==> config.mk <==
export PLATFORM = sky130hd
export DESIGN_NAME = rmm_div
export DESIGN_NICKNAME = d
export VERILOG_FILES = /design/src/design/rmm_pkg.sv /design/src/design/rmm_div.sv
export SDC_FILE = /design/constraint.sdc
export NUM_CORES = 1
export LEC_CHECK = 0
export ABC_AREA = 1
export ABC_CLOCK_PERIOD_IN_PS = 2000
export BUFFER_PORTS_ARGS = -buffer_cell sky130_fd_sc_hd__buf_2
export CAP_MARGIN = 20
export CORE_AREA = 4 4 124 126
export CTS_CLUSTER_SIZE = 10
export DETAILED_ROUTE_END_ITERATION = 7
export DIE_AREA = 0 0 128 130
export PLACE_DENSITY_LB_ADDON = 0.12
export SYNTH_ARGS = -nofsm -noshare
export SYNTH_HDL_FRONTEND = slang
export SYNTH_SLANG_ARGS = --single-unit
==> constraint.sdc <==
create_clock -name clk -period 2 [get_ports clk]
set_input_delay 0.1 -clock clk [delete_from_list [all_inputs] [get_ports clk]]
set_output_delay 0.1 -clock clk [all_outputs]
set_load 0.05 [all_outputs]
==> src/design/rmm_pkg.sv <==
// ============================================================================
// rmm_pkg
// Shared types and constants of the ramped matrix mixer.
// ============================================================================
`default_nettype none

package rmm_pkg;

  localparam int SAMPLE_BITS = 24;
  localparam int GAIN_BITS   = 20;
  localparam int CGAIN_BITS  = 32;
  localparam int RAMP_BITS   = 16;
  localparam int ACC_BITS    = 48;
  localparam int DIV_W       = 34;
  localparam int PROD_BITS   = SAMPLE_BITS + CGAIN_BITS;

  localparam logic [1:0] FUNC_SAMPLE = 2'd0;
  localparam logic [1:0] FUNC_SET    = 2'd1;
  localparam logic [1:0] FUNC_CLEAR  = 2'd2;

  localparam logic [1:0] CFG_NUM_INPUTS  = 2'd0;
  localparam logic [1:0] CFG_NUM_OUTPUTS = 2'd1;
  localparam logic [1:0] CFG_RAMP        = 2'd2;

  typedef struct packed {
    logic [1:0]                    func;
    logic [2:0]                    in_channel;
    logic [2:0]                    out_channel;
    logic signed [SAMPLE_BITS-1:0] in_sample;
    logic signed [GAIN_BITS-1:0]   gain_value;
  } in_item_t;

  typedef struct packed {
    logic [2:0]                    out_channel_id;
    logic signed [SAMPLE_BITS-1:0] out_sample;
    logic                          last_of_frame;
  } out_item_t;

  typedef struct packed {
    logic signed [GAIN_BITS-1:0]  target;
    logic signed [CGAIN_BITS-1:0] current;
    logic signed [CGAIN_BITS-1:0] step;
    logic [RAMP_BITS-1:0]         remaining;
  } cell_t;

  typedef struct packed {
    logic                    start;
    logic signed [DIV_W-1:0] dividend;
    logic [RAMP_BITS-1:0]    divisor;
  } rmm_div_req_t;

  typedef struct packed {
    logic                  done;
    logic [CGAIN_BITS-1:0] quotient;
  } rmm_div_rsp_t;

endpackage

`default_nettype wire

==> src/design/rmm_div.sv <==
// ============================================================================
// rmm_div
// Restoring divider, one quotient bit per cycle, truncating toward zero.
// ============================================================================
`default_nettype none

module rmm_div import rmm_pkg::*; (
  input  wire logic   clk,
  input  wire logic   rst,
  input  rmm_div_req_t req,
  output rmm_div_rsp_t rsp
);

  localparam int CNT_W = $clog2(DIV_W + 1);

  logic                 busy;
  logic                 done;
  logic                 neg;
  logic [CNT_W-1:0]     count;
  logic [RAMP_BITS-1:0] rem;
  logic [DIV_W-1:0]     quo;
  logic [RAMP_BITS:0]   trial;
  logic                 fits;
  logic [DIV_W-1:0]     quo_signed;

  assign trial      = {rem, quo[DIV_W-1]};
  assign fits       = trial >= {1'b0, req.divisor};
  assign quo_signed = neg ? (~quo + 1'b1) : quo;

  always_ff @(posedge clk) begin
    if (rst) begin
      busy  <= 1'b0;
      done  <= 1'b0;
      count <= '0;
    end else begin
      done <= 1'b0;
      if (req.start) begin
        busy  <= 1'b1;
        count <= CNT_W'(DIV_W);
        rem   <= '0;
        neg   <= req.dividend[DIV_W-1];
        quo   <= req.dividend[DIV_W-1] ? (~req.dividend + 1'b1) : req.dividend;
      end else if (busy) begin
        if (fits) begin
          rem <= RAMP_BITS'(trial - {1'b0, req.divisor});
        end else begin
          rem <= trial[RAMP_BITS-1:0];
        end
        quo   <= {quo[DIV_W-2:0], fits};
        count <= count - 1'b1;
        if (count == CNT_W'(1)) begin
          busy <= 1'b0;
          done <= 1'b1;
        end
      end
    end
  end

  assign rsp.done     = done;
  assign rsp.quotient = quo_signed[CGAIN_BITS-1:0];

endmodule

`default_nettype wire

After elaboration in Yosys (flattened, before gate mapping)
Index checks and enable logic that the tools add are counted.
{"block": "totals", "register_bits": 59, "latchBits": 0, "ram_bits": 0, "mem_bits_ro": 0, "out_inout_bits": 33, "n_memories": 0}
{"block": "classes", "addsub": 4, "multipliers": 0, "n_div": 0, "n_lt_le_gt_ge": 1, "eq_ne": 1, "shift": 0, "n_mux": 12, "bitwise_logic": 4, "n_reduce_logical": 5}
{"cell": "34-bit 2-to-1 mux", "count": 3}
{"cell": "34-bit by 1-bit adder with 34-bit output (second input constant)", "count": 1}
{"cell": "34-bit NOT", "count": 1}
{"cell": "32-bit by 1-bit adder with 32-bit output (second input constant)", "count": 1}
{"cell": "16-bit 2-to-1 mux", "count": 2}
{"cell": "32-bit 2-to-1 mux", "count": 1}
{"cell": "32-bit NOT", "count": 1}
{"cell": "17-bit by 16-bit greater-or-equal comparator with 1-bit output", "count": 1}
{"cell": "16-bit subtractor", "count": 1}
{"cell": "6-bit 2-to-1 mux", "count": 2}
{"cell": "6-bit by 1-bit equality test with 1-bit output (second input constant)", "count": 1}
{"cell": "6-bit by 1-bit subtractor with 6-bit output (second input constant)", "count": 1}
{"cell": "1-bit 2-to-1 mux", "count": 4}
{"cell": "2-bit AND reduction", "count": 2}
{"cell": "3-bit OR reduction", "count": 1}
{"cell": "1-bit NOT", "count": 2}
{"cell": "2-bit nonzero test", "count": 1}
{"cell": "2-bit OR reduction", "count": 1}

Logic depth before layout (Yosys ltp)
Gate-level depths: netlist of the first run.
{"block": "logic_depth", "ltp_word": 4, "ltp_mapped": 14}

Worst setup path after synthesis of the first run
OpenSTA, ideal clock, no wires.
{"block": "synth_path", "kind": "reg-to-output", "startpoint": "register quo[0]", "endpoint": "output rsp[16] in the netlist's numbering", "arrival_ps": 2021, "t_required_ps": 1900, "slack_ps": -121, "stages_incl_launch_ff": 9, "path_cell_list": "edfxtp_1 -> inv_1 -> ha_1 -> nand3_1 -> nor3_2 -> nand3_1 -> nand2_1 -> o21ai_1 -> xor2_1"}
{"element": "start, declared", "line": "rmm_div.sv:21", "rtl": "logic [DIV_W-1:0] quo;"}
{"element": "start signal, assigned", "line": "rmm_div.sv:42", "rtl": "quo <= req.dividend[DIV_W-1] ? (~req.dividend + 1'b1) : req.dividend;"}
{"element": "start signal, assigned", "line": "rmm_div.sv:49", "rtl": "quo <= {quo[DIV_W-2:0], fits};"}
{"element": "end, declared", "line": "rmm_div.sv:11", "rtl": "output rmm_div_rsp_t rsp"}

==> reports/metrics.yaml, run 1 <==
postCtsHoldBufs: 0
grt_overflow: 0
hp-class: "input pin to flip-flop"
rsz0062_at_grt: "true"
worst-path-max-fanout: 3
io_pins: 86
setup_viol: 39
switchingPower_mw: 2.31
place_ws_ps: -143
detail-route-antenna-nets: 0
synth_area_leaders: "edfxtp_1 (27%), nand2_1 (16%), inv_1 (8.2%), nor2_1 (7.4%), nand3_1 (6.5%)"
crit_chain: "inv_2 -> buf_4 -> nand3_4 -> nor2_4 -> buf_4 -> nand3_4 -> nand2_1 -> nand3_1 -> xor2_1 -> buf_4"
numPortBuffers: 85
fin_tns_setup_ps: -3270
slowest_delay_ps: 410
layout-drive-gt1-share_pct: 31.9
synthDistinctLibCells: 39
grt_pass1_vias: 5419
ys_ff_latch: 59
crit_family: "buffers and inverters"
clkTransAtPathRegs_ps: 60
seq_area_frac_synth_pct: 30.0
syn2layout_area_growth_pct: 40.4
die_w_um: 128
hold_viol: 0
status: "finished with violations"
dpl-instance-area_um2: 6660
grt_use_total_pct: 20.3
drt-total-wl_um: 17200
viasPerCell: 4.81
remaining_drc_errors: 0
gp_congestion: 0.882
power_mw: 5.96
async_reset_ff_share_pct: 0
yosys_warnings: 0
p_per_area_nw_per_um2: 754
antenna_found_initial: 0
worstSetupPathType: "flip-flop to primary output"
vias: 5800
slew_headroom_pct: 58.4
wl_met1_um: 8490
post-dp-hpwl_um: 12900
post-route-util_pct: 55.2
synth_top_area_share_pct: 27.2
arrival_ps: 2100
ys.flop_type: "edfxtp_1"
p_leak_nw: 3.74
irDropWorstVdd_uv: 472
fin_nets: 1092
skew_ps: 6.67
clock_latency_ps: 340
tightest_slew_ps: 624
cts_tree: "built"
synth_top_cell_by_area: "edfxtp_1"
antenna_cells: 0
grt_max_degree: 58
synth_edf_count: 51
p_clk_share_pct: 28.1
wl_met3_um: 695
syn_nets: 937
stdcell_area_um2: 7910
die-area_um2: 16600
cts_made_buffers: 9
synth_cells: 863
grt_pass1_wl_um: 26800
syn_area_um2: 5630
pwr-share-seq_pct: 27.4
crit_path_end_kind: "primary output"
post_drt_wl_per_cell_um: 14.3
worst_path_most_repeated_cell: "buf_4"
cts-root-buf: "clkbuf_16"
ctsLongestPathBuffers: 2
top_layer_used: "met4"
slowest_stage: "edfxtp_1"
max_freq_ghz: 0.454
p_comb_share_pct: 44.5
die_h_um: 130
intPower_mw: 3.66
cp.required_ps: 1900
min_period_over_period_pct: 110
first_pass_iters: 5
rows: 44
crit_buf_inv: 4
violations: "negative setup slack"
sw_frac_of_total_pct: 38.7
cts_sinks: 59
cp-start-kind: "flip-flop"
period_needed_ps: 2200
h-tree-depth: 3
initial_core_util_pct: 39.3
wl_met2_um: 7810
slew_violations: 0
finalWorstSetupSlack_ps: -200
syn_area_per_cell_um2: 6.52
core_um2: 14300
drt-initial-drc-count: 368
maxCapViolations: 0
[cell usage after synthesis, drive strengths merged (11+ instances only)]
cell and number:
edfxtp 51, o21ai 58, inv 132, xnor2 11, xor2 38, nand4 14
a21oi 16, nand3b 11, nand3 76, nand2 254, ha 20, nor2 127
[cell type report]
class	instances	area, µm²
clock buffer	9	225
clock inverter	7	92.6
fill	1436	6410
inverter	135	514
multi-input combinational	650	3970
sequential	59	1690
tap	184	230
timing repair buffer	163	1180
[worst register-to-register path: cells and delay by family, from the launching register on]
kind | cells | cell delay, ps
fa+ha+maj | 1 | 340
buf+inv | 2 | 250
flops | 1 | 450
simple gates | 11 | 840
[power by group through the flow]
stage / logic (mW) / clock network [mW] / registers, mW
6_report: 2.65 / 1.67 / 1.63
5_1_grt: 2.89 / 1.74 / 1.65
4_1_cts: 2.35 / 1.70 / 1.62
3_5_place_dp: 2.15 / 0 / 1.63
3_3_place_gp: 2.14 / 0 / 1.63
2_1_floorplan: 1.45 / 0 / 1.60
[cell usage in the layout (no fill, tap or decap), types with 9 or more instances in the layout]
| cell | instances |
|---|---|
| nand2_1 | 212 |
| inv_1 | 119 |
| nor2_1 | 86 |
| buf_4 | 84 |
| nand3_1 | 62 |
| buf_2 | 57 |
| edfxtp_1 | 51 |
| o21ai_0 | 44 |
| nand2_2 | 35 |
| xor2_1 | 31 |
| nor2_2 | 23 |
| buf_6 | 19 |
| nor2_4 | 18 |
| ha_4 | 15 |
| nand4_1 | 14 |
| inv_2 | 13 |
| a21oi_1 | 13 |
| nand3b_1 | 11 |
| xnor2_1 | 10 |
| o21ai_1 | 10 |
| nand3_2 | 9 |
| clkbuf_16 | 9 |
[what timing repair did]
item,in CTS,in global routing
buffers inserted,11,9
resized for setup,81,108
cloned,1,0
endpoints found under the setup margin,44,45
pin swaps,16,39
[sequential cells by signal, summed over array words and instances, names as in the netlist]
signal	count
neg	1
quo	34
rem	16
done	1
busy	1
count	6
[metal layers]
metal / vias to the layer above / global-route usage (%)
li1: 3042 / -
met4: 0 / 6.18
met5: - / 0
met1: 2609 / 29.6
met3: 14 / 2.37
met2: 135 / 31.8
[cells by family after synthesis]
kind of cell | count (synthesis) | synth area share (%)
adder cells (fa/ha/maj) | 21 | 4.80
flip-flops | 59 | 30.0
buffers and inverters | 155 | 11.1
AND/OR/NAND/NOR | 501 | 39.3
AO/OA/AOI/OAI | 78 | 7.18
XOR/XNOR | 49 | 7.62
[path summary, 6_finish.rpt]
kind	depth (start not counted)	start	to	slack, ps
setup reg to reg	14	rem[2]$_SDFFCE_PP0P_	rem[2]$_SDFFCE_PP0P_	-100
hold reg to reg	2	count[2]$_SDFFE_PP0P_	count[2]$_SDFFE_PP0P_	530
hold / removal	2	rst	count[1]$_SDFFE_PP0N_	2
setup / recovery	10	quo[0]$_DFFE_PP_	rsp[29]	-200
[per-stage QoR]
stage,instances,hold WS (ps)
global route,1207,28.9
CTS,1198,0.588
floorplan,863,199
finish,1207,1.74
global placement,1170,333
detailed placement,1170,355
No activity file was read; power rests on OpenSTA's default activity.
==> inputs of run 2 (changes only) <==
--- a/config.mk
+++ b/config.mk
@@ -5,15 +5,15 @@
 export SDC_FILE = /design/constraint.sdc
 export NUM_CORES = 1
 export LEC_CHECK = 0
-export ABC_AREA = 1
 export ABC_CLOCK_PERIOD_IN_PS = 2000
 export BUFFER_PORTS_ARGS = -buffer_cell sky130_fd_sc_hd__buf_2
 export CAP_MARGIN = 20
-export CORE_AREA = 4 4 124 126
+export CORE_AREA = 4 4 115 117
 export CTS_CLUSTER_SIZE = 10
 export DETAILED_ROUTE_END_ITERATION = 7
-export DIE_AREA = 0 0 128 130
+export DIE_AREA = 0 0 119 121
 export PLACE_DENSITY_LB_ADDON = 0.12
 export SYNTH_ARGS = -nofsm -noshare
 export SYNTH_HDL_FRONTEND = slang
 export SYNTH_SLANG_ARGS = --single-unit
+export TNS_END_PERCENT = 1
==> run 2 against run 1 <==
  * The run still ends with negative setup slack left
  * Die area is 13% lower
  * Combinational power down 28%
  * Register-to-register slack worse by 470 ps
  * Synthesized cell count down 37%
  * Sequential share of layout area is 3.0 points higher
  * Largest power group unchanged
==> reports/metrics.yaml, run 2 <==
status: "finished with violations"
violations: "negative setup slack"
gp_congestion: 0.877
io_pins: 86
dp_cells: 917
fin_nets: 830
crit_chain: "inv_2 -> ha_1 -> nand2b_1 -> or4_4 -> or4_4 -> o21ai_1 -> xnor2_2 -> buf_4"
yosys-top-cells-count: "a21oi_1 (54), edfxtp_1 (51), nor2_1 (46)"
clock_latency_ps: 330
setup_viol: 45
die_h_um: 121
rsz0062_at_grt: "true"
post_drt_wl_per_cell_um: 14.5
skew_ps: 7.59
synth_cells: 546
detail-route-antenna-nets: 0
synthDistinctLibCells: 60
syn_nets: 620
ys.flop_type: "edfxtp_1"
synth_compound_gate_area_share_pct: 21.1
p_per_area_nw_per_um2: 732
die_w_um: 119
cts_made_buffers: 9
cp-start-kind: "flip-flop"
clkTransAtPathRegs_ps: 50
drt-initial-drc-count: 287
slew_headroom_pct: 65.3
worst-path-max-fanout: 5
slowest_stage: "or4_4"
yosysMostFrequentCell: "a21oi_1"
seq_area_frac_synth_pct: 35.2
synth_area_leaders: "edfxtp_1 (32%), xnor2_1 (7.3%), xor2_1 (6.2%), a21oi_1 (5.6%), ha_1 (5.2%)"
worstSetupPathType: "flip-flop to primary output"
multi_input_area_um2: 2990
ctsLongestPathBuffers: 2
synth-xor-area-share_pct: 13.5
core_um2: 12400
slew_violations: 0
place_ws_ps: -647
fin_cells: 933
syn_area_um2: 4800
rows: 41
yosys.area_share.simple_pct: 18.7
grt_max_degree: 53
synth_top_family_by_area: "compound AO/OA/AOI/OAI gates"
most-common-layout-cells: "buf_4 (147), buf_2 (74), a21oi_1 (54), edfxtp_1 (51), nor2_1 (45)"
max_freq_ghz: 0.359
synth_top_area_share_pct: 31.9
dpl-instance-area_um2: 6510
layout_commonest_cell: "buf_4"
h-tree-depth: 3
regMostFlops: "quo"
syn2layout_area_growth_pct: 44.2
finalWorstSetupSlack_ps: -787
synth_mux_area_share_pct: 0.886
postCtsHoldBufs: 0
power_mw: 5.07
ys_ff_latch: 59
p_leak_nw: 2.97
post-dp-hpwl_um: 10500
layout-drive-gt1-share_pct: 36.9
stdcell_area_um2: 6920
grt_overflow: 0
drt-total-wl_um: 13500
largest_reg_flops: 34
die-area_um2: 14400
viasPerCell: 5.12
synth_top_cell_by_area: "edfxtp_1"
cts_tree: "built"
cts_sinks: 59
maxCapViolations: 0
first_pass_iters: 5
remaining_drc_errors: 0
yosys_warnings: 0
tightest_slew_ps: 513
period_needed_ps: 2790
vias: 4777
syn_area_per_cell_um2: 8.80
grt_use_total_pct: 19.5
arrival_ps: 2690
nFillCells: 1119
crit_path_end_kind: "primary output"
postCtsSetupBuffers: 0
synth_edf_count: 51
numPortBuffers: 85
cts-root-buf: "clkbuf_16"
min_period_over_period_pct: 139
grt_pass1_wl_um: 23000
seq_area_um2: 1690
slowest_delay_ps: 550
cp.required_ps: 1900
antenna_found_initial: 0
synth_fa_ha_area_share_pct: 5.63
hold_viol: 0
initial_core_util_pct: 38.9
worst_path_most_repeated_cell: "or4_4"
hp-class: "input pin to flip-flop"
grt_pass1_vias: 4789
antenna_cells: 0
irDropWorstVdd_uv: 475
async_reset_ff_share_pct: 0
reg.largest.list: "quo x34, rem x16, count x6"
[run 2: cell count changes in the layout (fill, tap and decap cells not counted), moves of 16 or more]
cell     delta
nand3_1    -48
buf_2      +17
buf_4      +63
nor2_2     -23
xnor2_1    +23
inv_1      -93
a21oi_1    +41
o31ai_1    +16
nand2_2    -35
nor2_1     -41
nand2_1   -175
nor2_4     -17
[run 2: per-stage QoR]
stage	util (%)	TNS [ps]	hold slack (ps)
after floorplan	-	-22180	199
after global placement	52.7	-16450	417
after detailed placement	52.7	-18640	426
after CTS	55.8	-24580	73.5
after global routing	56.0	-30210	95.7
final	56.0	-23510	84.9
[run 2: cells by family after synthesis]
| family | after synthesis |
|---|---|
| simple gates | 174 |
| buf+inv | 59 |
| compound gates | 155 |
| fa+ha+maj | 21 |
| flops | 59 |
| xor+xnor | 74 |
| mux | 4 |
[run 2: what timing repair did]
action | in CTS | in global routing
gates resized for setup | 18 | 9
endpoints found under the setup margin | 45 | 47
pin swaps | 1 | 1
cloned | 0 | 0
[run 2: power by group]
| part | switching [mW] | internal [mW] | leakage (nW) |
|---|---|---|---|
| Clock | 0.557 | 1.06 | 0.159 |
| Sequential | 0.0686 | 1.48 | 0.552 |
| Combinational | 1.08 | 0.833 | 2.25 |
[run 2: path summary, 6_finish.rpt]
| path | to | slack, ps | from | depth (start not counted) |
|---|---|---|---|---|
| worst max-delay path | rsp[20] | -790 | quo[1]$_DFFE_PP_ | 8 |
| worst min-delay path | count[5]$_SDFFE_PP0N_ | 80 | rst | 2 |
| worst max register to register | rem[8]$_SDFFCE_PP0P_ | -570 | rem[4]$_SDFFCE_PP0P_ | 7 |
| worst min register to register | count[0]$_SDFFE_PP0P_ | 560 | count[0]$_SDFFE_PP0P_ | 2 |
[run 2: cell type report]
| type | count | share of cell area [%] |
|---|---|---|
| clock buffers | 14 | 4.43 |
| multi-input cells | 428 | 43.2 |
| inverters | 27 | 1.46 |
| flip-flops and latches | 59 | 24.4 |
| repair buffers | 231 | 23.2 |
| well taps | 172 | 3.11 |
| clock inverters | 2 | 0.163 |
[run 2: per-layer routing]
layer | part of all wire, % | global-route usage (%)
met1 | 45 | 25.4
met3 | 4.7 | 3.96
met4 | 1.1 | 5.14
met2 | 49 | 33.0
met5 | 0 | 0
[run 2: worst max-delay path, delay by kind of cell, from the launching register on]
family	cells	cell delay (ps)
and+or+nand+nor	3	1110
DFF	1	400
buffers and inverters	2	290
AOI/OAI and AO/OA	1	240
adders and majority gates	1	150
xor gates and xnor gates	1	150
